**config.mk**
```make
export PLATFORM = sky130hd
export DESIGN_NAME = tphq_ctrl
export DESIGN_NICKNAME = d
export VERILOG_FILES = /design/src/hw/rtl/timed_packet_hold_queue_core_macros.svh /design/src/hw/rtl/tphq_pkg.sv /design/src/hw/rtl/tphq_ctrl.sv
export SDC_FILE = /design/constraint.sdc
export NUM_CORES = 1
export LEC_CHECK = 0
export ABC_AREA = 1
export ABC_CLOCK_PERIOD_IN_PS = 1200
export BUFFER_PORTS_ARGS = -buffer_cell sky130_fd_sc_hd__buf_2
export CORE_AREA = 2 2 39 41
export CTS_BUF_LIST = sky130_fd_sc_hd__clkbuf_16
export DETAILED_ROUTE_END_ITERATION = 6
export DIE_AREA = 0 0 41 43
export SETUP_SLACK_MARGIN = 0.3
export SLEW_MARGIN = 30
export SYNTH_ARGS = -nofsm -noshare
export SYNTH_HDL_FRONTEND = slang
export SYNTH_SLANG_ARGS = --single-unit
```
**constraint.sdc**
```tcl
create_clock -name aclk -period 1.2 [get_ports aclk]
set_input_delay 0.06 -clock aclk [delete_from_list [all_inputs] [get_ports aclk]]
set_output_delay 0.06 -clock aclk [all_outputs]
set_load 0.01 [all_outputs]
```
**src/hw/rtl/timed_packet_hold_queue_core_macros.svh**
```systemverilog
// assertion macros for the timed packet hold queue
`ifndef TIMED_PACKET_HOLD_QUEUE_CORE_MACROS_SVH
`define TIMED_PACKET_HOLD_QUEUE_CORE_MACROS_SVH

`ifndef SYNTH

`define TPHQ_ASSERT_ALWAYS(label, clk, rstn, cond) \
    label: assert property (@(posedge clk) disable iff (!rstn) (cond)) \
        else $error("tphq invariant violated");

`define TPHQ_ASSERT_IMP(label, clk, rstn, ante, cons) \
    label: assert property (@(posedge clk) disable iff (!rstn) (ante) |-> (cons)) \
        else $error("tphq implication violated");

`define TPHQ_ASSERT_NEXT(label, clk, rstn, ante, cons) \
    label: assert property (@(posedge clk) disable iff (!rstn) (ante) |=> (cons)) \
        else $error("tphq next-cycle check violated");

`else

`define TPHQ_ASSERT_ALWAYS(label, clk, rstn, cond)
`define TPHQ_ASSERT_IMP(label, clk, rstn, ante, cons)
`define TPHQ_ASSERT_NEXT(label, clk, rstn, ante, cons)

`endif

`endif

```
**src/hw/rtl/tphq_pkg.sv**
```systemverilog
// shared types and constants of the timed packet hold queue
package tphq_pkg;

    localparam int DEPTH = 32;
    localparam int IDX_W = (DEPTH > 1) ? $clog2(DEPTH) : 1;
    localparam int CNT_W = $clog2(DEPTH + 1);

    localparam int REQ_W  = 3;
    localparam int DST_W  = 32;
    localparam int HND_W  = 16;
    localparam int POS_W  = 5;
    localparam int TIME_W = 32;
    localparam int STAT_W = 4;
    localparam int CMP_W  = (POS_W > CNT_W) ? POS_W : CNT_W;

    localparam logic [CNT_W-1:0] FULL_CNT = CNT_W'(DEPTH);

    // input tdata field offsets
    localparam int IN_REQ_LSB = 0;
    localparam int IN_DST_LSB = IN_REQ_LSB + REQ_W;
    localparam int IN_HND_LSB = IN_DST_LSB + DST_W;
    localparam int IN_POS_LSB = IN_HND_LSB + HND_W;
    localparam int IN_NOW_LSB = IN_POS_LSB + POS_W;
    localparam int IN_W       = IN_NOW_LSB + TIME_W;
    localparam int IN_TDATA_W = ((IN_W + 7) / 8) * 8;

    localparam int OUT_W       = STAT_W + HND_W + DST_W;
    localparam int OUT_TDATA_W = ((OUT_W + 7) / 8) * 8;

    // configuration port
    localparam int CFG_AW = 1;
    localparam int CFG_DW = TIME_W;
    localparam logic [CFG_AW-1:0] CFG_HOLD_TIMEOUT  = 1'b0;
    localparam logic [CFG_AW-1:0] CFG_RETRY_TIMEOUT = 1'b1;
    localparam logic [TIME_W-1:0] HOLD_TIMEOUT_RST  = 32'd1000;
    localparam logic [TIME_W-1:0] RETRY_TIMEOUT_RST = 32'd100;

    typedef enum logic [REQ_W-1:0] {
        REQ_ENQ      = 3'd0,
        REQ_DEQ_HEAD = 3'd1,
        REQ_DEQ_DST  = 3'd2,
        REQ_PURGE    = 3'd3,
        REQ_RETRY    = 3'd4,
        REQ_PEEK     = 3'd5
    } req_t;

    typedef enum logic [STAT_W-1:0] {
        ST_ENQUEUED     = 4'd0,
        ST_DROP_FULL    = 4'd1,
        ST_DROP_TIMEOUT = 4'd2,
        ST_DEQUEUED     = 4'd3,
        ST_EMPTY        = 4'd4,
        ST_PURGED       = 4'd5,
        ST_PURGE_DONE   = 4'd6,
        ST_RENEWED      = 4'd7,
        ST_NOT_DUE      = 4'd8,
        ST_BAD_POS      = 4'd9,
        ST_PEEKED       = 4'd10
    } status_t;

    typedef enum logic [2:0] {
        S_IDLE,
        S_DISPATCH,
        S_SCAN_RD,
        S_SCAN_EV,
        S_FINISH,
        S_POS_RD,
        S_POS_EV
    } state_t;

    typedef struct packed {
        logic [DST_W-1:0]  dst;
        logic [HND_W-1:0]  handle;
        logic [TIME_W-1:0] expiry;
        logic [TIME_W-1:0] retry_due;
    } entry_t;

    typedef struct packed {
        logic load;
        logic scan_init;
        logic direct_init;
        logic step;
        logic finish;
        logic pos_done;
    } dp_cmd_t;

    typedef struct packed {
        req_t op;
        logic full;
        logic scan_done;
        logic drop;
        logic out_free;
    } dp_status_t;

endpackage

```
**src/hw/rtl/tphq_ctrl.sv**
```systemverilog
// request sequencer of the timed packet hold queue
module tphq_ctrl (
    input  logic                 aclk,
    input  logic                 aresetn,
    input  logic                 s_axis_tvalid,
    output logic                 s_axis_tready,
    input  tphq_pkg::dp_status_t st,
    output tphq_pkg::dp_cmd_t    cmd
);

    tphq_pkg::state_t state_reg;
    tphq_pkg::state_t state_next;

    always_ff @(posedge aclk) begin
        if (!aresetn) begin
            state_reg <= tphq_pkg::S_IDLE;
        end else begin
            state_reg <= state_next;
        end
    end

    always_comb begin
        state_next = state_reg;
        case (state_reg)
            tphq_pkg::S_IDLE: begin
                if (s_axis_tvalid) begin
                    state_next = tphq_pkg::S_DISPATCH;
                end
            end
            tphq_pkg::S_DISPATCH: begin
                if (st.op == tphq_pkg::REQ_ENQ) begin
                    state_next = st.full ? tphq_pkg::S_SCAN_RD : tphq_pkg::S_FINISH;
                end else if (st.op inside {tphq_pkg::REQ_DEQ_HEAD, tphq_pkg::REQ_DEQ_DST,
                                           tphq_pkg::REQ_PURGE}) begin
                    state_next = tphq_pkg::S_SCAN_RD;
                end else if (st.op inside {tphq_pkg::REQ_RETRY, tphq_pkg::REQ_PEEK}) begin
                    state_next = tphq_pkg::S_POS_RD;
                end else begin
                    // unused request codes are dropped silently
                    state_next = tphq_pkg::S_IDLE;
                end
            end
            tphq_pkg::S_SCAN_RD: begin
                state_next = st.scan_done ? tphq_pkg::S_FINISH : tphq_pkg::S_SCAN_EV;
            end
            tphq_pkg::S_SCAN_EV: begin
                if (!(st.drop && st.op == tphq_pkg::REQ_PURGE && !st.out_free)) begin
                    state_next = tphq_pkg::S_SCAN_RD;
                end
            end
            tphq_pkg::S_FINISH: begin
                if (st.out_free) begin
                    state_next = tphq_pkg::S_IDLE;
                end
            end
            tphq_pkg::S_POS_RD: begin
                state_next = tphq_pkg::S_POS_EV;
            end
            tphq_pkg::S_POS_EV: begin
                if (st.out_free) begin
                    state_next = tphq_pkg::S_IDLE;
                end
            end
            default: begin
                state_next = tphq_pkg::S_IDLE;
            end
        endcase
    end

    always_comb begin
        cmd           = '0;
        s_axis_tready = 1'b0;
        case (state_reg)
            tphq_pkg::S_IDLE: begin
                s_axis_tready = 1'b1;
                cmd.load      = s_axis_tvalid;
            end
            tphq_pkg::S_DISPATCH: begin
                if (st.op == tphq_pkg::REQ_ENQ) begin
                    cmd.scan_init   = st.full;
                    cmd.direct_init = !st.full;
                end else if (st.op inside {tphq_pkg::REQ_DEQ_HEAD, tphq_pkg::REQ_DEQ_DST,
                                           tphq_pkg::REQ_PURGE}) begin
                    cmd.scan_init = 1'b1;
                end
            end
            tphq_pkg::S_SCAN_EV: begin
                // a purged entry needs the output register
                cmd.step = !(st.drop && st.op == tphq_pkg::REQ_PURGE && !st.out_free);
            end
            tphq_pkg::S_FINISH: begin
                cmd.finish = st.out_free;
            end
            tphq_pkg::S_POS_EV: begin
                cmd.pos_done = st.out_free;
            end
            default: begin
                cmd = '0;
            end
        endcase
    end

endmodule

```
# Word level (Yosys, flattened, before mapping)
# Index checks and enable logic that the tools add are counted.
word_totals:
  output_inout_bits: 7
  input_bits: 10
  wordCells: 44
  reg_bits: 3
classes:
  n_eq_ne: 14
  reduce_logical: 11
  n_mux: 18
op_table:
  columns: ["operator", "count"]
  rows:
  - ["$mux 3", 8]
  - ["$pmux 3 s6", 1]
  - ["$eq 3x3->1 const B", 5]
  - ["$eq 3x2->1 const B", 4]
  - ["$mux 1", 8]
  - ["$eq 3x1->1 const B", 2]
  - ["$logic_not 3->1", 2]
  - ["$ne 2x2->1 const B", 2]
  - ["$logic_not 1->1", 3]
  - ["$reduce_and 3->1", 1]
  - ["$reduce_bool 3->1", 1]
  - ["$logic_and 1x1->1", 2]
  - ["$mux 2", 1]
  - ["$ne 2x1->1 const B", 1]
  - ["$reduce_bool 2->1", 1]
  - ["$reduce_or 2->1", 1]

# Longest topological paths before layout
logic_depth:
  depth_word: 6
  mapped_depth: 7
  depth_no_buf: 7

# Least setup slack after synthesis
# No wires, ideal clock.
synth_timing:
  path_kind: "flip-flop to flip-flop"
  startpoint: "register state_reg[1]"
  endpoint: "register state_reg[0]"
  path_buffers: 0
  period_less_slack_ns: 0.978
  slack_ns: 0.222
  arrival_ns: 0.864
  required_time_ns: 1.086
  stages_incl_launch_ff: 8
  setup_ns: 0.114
  cell_sequence: "dfxtp_1 inv_1 nand2_2 nor2_2 nand2_1 nand3_1 a21oi_1 nor2_1"
synth_between:
  elab_chain_cells: 4
  elab_cells_between_ends: 13
  cone_classes: "9 x eq/ne; 1 x mux; 3 x reduce/logical"
synth_lines:
  columns: ["item", "line_no", "source"]
  rows:
  - ["start: declaration", "tphq_ctrl.sv:11", "tphq_pkg::state_t state_reg;"]
  - ["start signal: assignment", "tphq_ctrl.sv:16", "state_reg <= tphq_pkg::S_IDLE;"]
  - ["start signal: assignment", "tphq_ctrl.sv:18", "state_reg <= state_next;"]
  - ["$eq 3x3->1", "tphq_ctrl.sv:24", "case (state_reg)"]
  - ["$reduce_or 2->1 (no line)", null, null]
  - ["$ne 2x1->1 (no line)", null, null]
  - ["$reduce_and 3->1 (no line)", null, null]
# Parallel ways exist; a longest one is shown, timed or not.
# A chain may end at the register's enable or synchronous reset.

==> summary.txt <==
Run status
  • Status: finished clean

Floorplan
  • Placeable Area: 0.00138 sq mm
  • Starting Density: 22.5%
  • I/O Pins: 17
  • Width of the chip: 41 microns
  • Die area: 0.00176 sq mm
  • Chip height: 43 microns
  • Row cnt: 14

Clock tree
  • # clock sinks: 3
  • CTS tree: yes
  • Worst-Skew Late Latency: 0.22 ns
  • Hold_buf cts: 0
  • Num CTS Buffers: 3
  • Clock root buffer: clkbuf_16
  • Clock transition at path regs: 0.03 ns
  • H-tree levels: 1
  • Clock buffer depth: 2

Power
  • Cell Int Power: 931 uW
  • Sw power: 586 uW
  • Clk network pwr share: 34.2%
  • Switch share: 38.7%
  • Power share of the combinational group: 49.9%
  • Sequential share of power: 15.9%
  • Max IR drop VDD: 1.00 mV
  • Leakage power: 0.000336 uW
  • P per Cell Area: 2430 mW/mm^2

Timing
  • RSZ-0062 raised after global routing: yes
  • Final period util: 94.3%
  • Clock Skew: 0.000371 ns
  • Max transition margin: 85.2%
  • Achievable Freq: 884 MHz
  • Setup TNS: 0 ns
  • Final min period: 1.13 ns
  • Endpoints failing hold: 0
  • Final setup fails: 0
  • Worst Tran Pin Value: 0.219 ns
  • Setup ws final: 0.0684 ns
  • Final Max Slew Viols: 0

Run
  • Number of max-cap violations: 0

Synth
  • Commonest cells in the netlist: nand2_1 (13), inv_1 (12), nor2_1 (12)
  • Area share of the largest cell type after synthesis: 19.3%
  • FF+latch count, synth: 3
  • Mean Syn Cell Area: 5.19 sq um
  • Top-count cell post-synth: nand2_1
  • Seq/Total Area, Yosys: 19.3%
  • Synth warn: 0
  • Synthesized cell area: 312 sq um
  • Synth cell types: 14
  • Largest cells by area after synthesis: dfxtp_1 (19%), nand2_1 (16%), inv_1 (14%)
  • Ys flop type: dfxtp_1
  • Post-synth top area cell: dfxtp_1
  • Syn_nets: 70
  • Cells after Synth: 60
  • Number of synthesized flops with an enable pin: 0
  • Asr flop ratio synth: 0%

Place
  • Cell count after placement: 92
  • PortBufs: 16
  • Pre-CTS setup slack: 0.145 ns
  • Placer Congestion: 0.760
  • HPWL Detailed: 698 microns

Setup path
  • Worst Path Required: 1.14 ns
  • R2R setup slack: 0.08 ns
  • Max stage delay on crit path: 0.36 ns
  • CP Capture Type: primary output
  • WP buf/inv: 2
  • Worst setup SP type: flip-flop
  • Cell Chain, Critical Path: inv_4, nor4_1, buf_2
  • Worst reg2reg startpoint: state_reg[1]
  • Crit Path Class: reg -> out
  • Slowest-stage cell, CP: dfxtp_4
  • Maximum fanout along the worst path: 9
  • Register-to-Register Path Depth: 8
  • CP Data Arrival Time: 1.07 ns
  • CP top delay family: flip-flops
  • R2r endpoint: state_reg[0]

Drt
  • DR DRC count: 0
  • Post-route antenna net violation count: 0
  • Vias: 479
  • Starting DRT DRC Count: 7
  • Total wire length: 1020 microns
  • WL/cell: 10.0 microns
  • DRT Pass-1 Iters: 4
  • DR vias/cell: 4.74

Layout
  • Fin cells: 101
  • Filler instances: 144
  • Layout cell share with drive strength beyond 1: 57.6%
  • Diode count: 0
  • Final net count: 96
  • Layout area overhead: 100%
  • Max reg flops: 3

Min path
  • Hold Path Origin: aresetn
  • Min-Delay Path Class: in -> reg
  • Hold endpoint: state_reg[2]
  • Worst Hold Depth: 3

GRT
  • GRT Util Overall: 14.2%
  • Vias in the first global route: 437
  • Largest net degree at the start of global routing: 10
  • First-pass GRT wire length: 1700 microns
  • Initial antenna violation count: 0
  • Gr ovfl total: 0
==> logic make-up after synthesis <==
| kind of cell | after synthesis | synth area share [%] |
|---|---|---|
| AND/OR/NAND/NOR | 40 | 57.4 |
| AO/OA/AOI/OAI | 4 | 7.63 |
| flip-flops | 3 | 19.3 |
| buffers and inverters | 13 | 15.7 |
==> power groups by stage <==
stage                     clock network, uW  logic [uW]  registers [uW]
after detailed placement                  0         463             218
after floorplan                           0         334             204
after global routing                    541         834             248
final                                   518         757             242
after CTS                               528         722             235
after global placement                    0         458             216
==> worst register-to-register path, cell delays in order (launching register included) <==
cell and delay [ns]:
dfxtp_4 0.39, inv_4 0.05, nand2_4 0.07, nor2_4 0.04
buf_4 0.13, nand2_4 0.06, nand3_2 0.07, a21oi_2 0.14
nor2_1 0.05
==> per-layer routing <==
layer	part of all wire [%]	GRT usage (%)	up-vias
li1	-	-	245
met1	45	18.2	215
met2	46	21.9	17
met3	7.5	3.14	2
met4	1.4	6.00	0
met5	0	0	-
==> stage by stage <==
step / utilization (%) / total power (uW) / cell area [sq um] / hold slack [ns]
floorplan: - / 538 / 320 / 0.174
global placement: 30.4 / 675 / 420 / 0.299
detailed placement: 30.4 / 681 / 420 / 0.301
CTS: 44.1 / 1480 / 611 / 0.0672
global route: 45.0 / 1620 / 623 / 0.0792
finish: 45.0 / 1520 / 623 / 0.0675
==> layout by cell type, fill, tap and decap left out <==
cell type	n
a21oi_1	1
a21oi_2	2
buf_2	16
buf_4	3
buf_6	2
clkbuf_16	3
dfxtp_4	3
inv_1	10
inv_2	2
inv_4	2
nand2_1	7
nand2_2	5
nand2_4	2
nand3_1	1
nand3_2	5
nand4_1	4
nor2_1	9
nor2_2	2
nor2_4	2
nor3_1	1
nor4_1	2
o21ai_1	1
==> layout make-up <==
| type | count | area [sq um] | area share, % |
|---|---|---|---|
| inverters | 13 | 53.8 | 8.63 |
| repair buffers | 21 | 125 | 20.1 |
| clock buffers | 3 | 75.1 | 12.0 |
| clock inverters | 1 | 3.75 | 0.602 |
| well taps | 16 | 20.0 | 3.21 |
| flip-flops and latches | 3 | 71.3 | 11.4 |
| multi-input cells | 44 | 274 | 44.0 |
==> worst max path at each step <==
stage	start	to	cells past startpoint
2_1_floorplan	state_reg[1]	state_reg[1]	7
3_3_place_gp	state_reg[2]	state_reg[1]	7
3_5_place_dp	state_reg[1]	state_reg[1]	7
4_1_cts	state_reg[1]	cmd[2]	5
5_1_grt	state_reg[1]	cmd[4]	6
6_report	state_reg[2]	cmd[0]	3
==> what timing repair did <==
action                                  CTS  global route
pin swaps                                 9             5
buffers inserted                          5             0
hold endpoints to repair                  0             0
endpoints found under the setup margin   10            10
gates resized for setup                  23             4
Note: power is estimated with default switching activity, not from simulation.
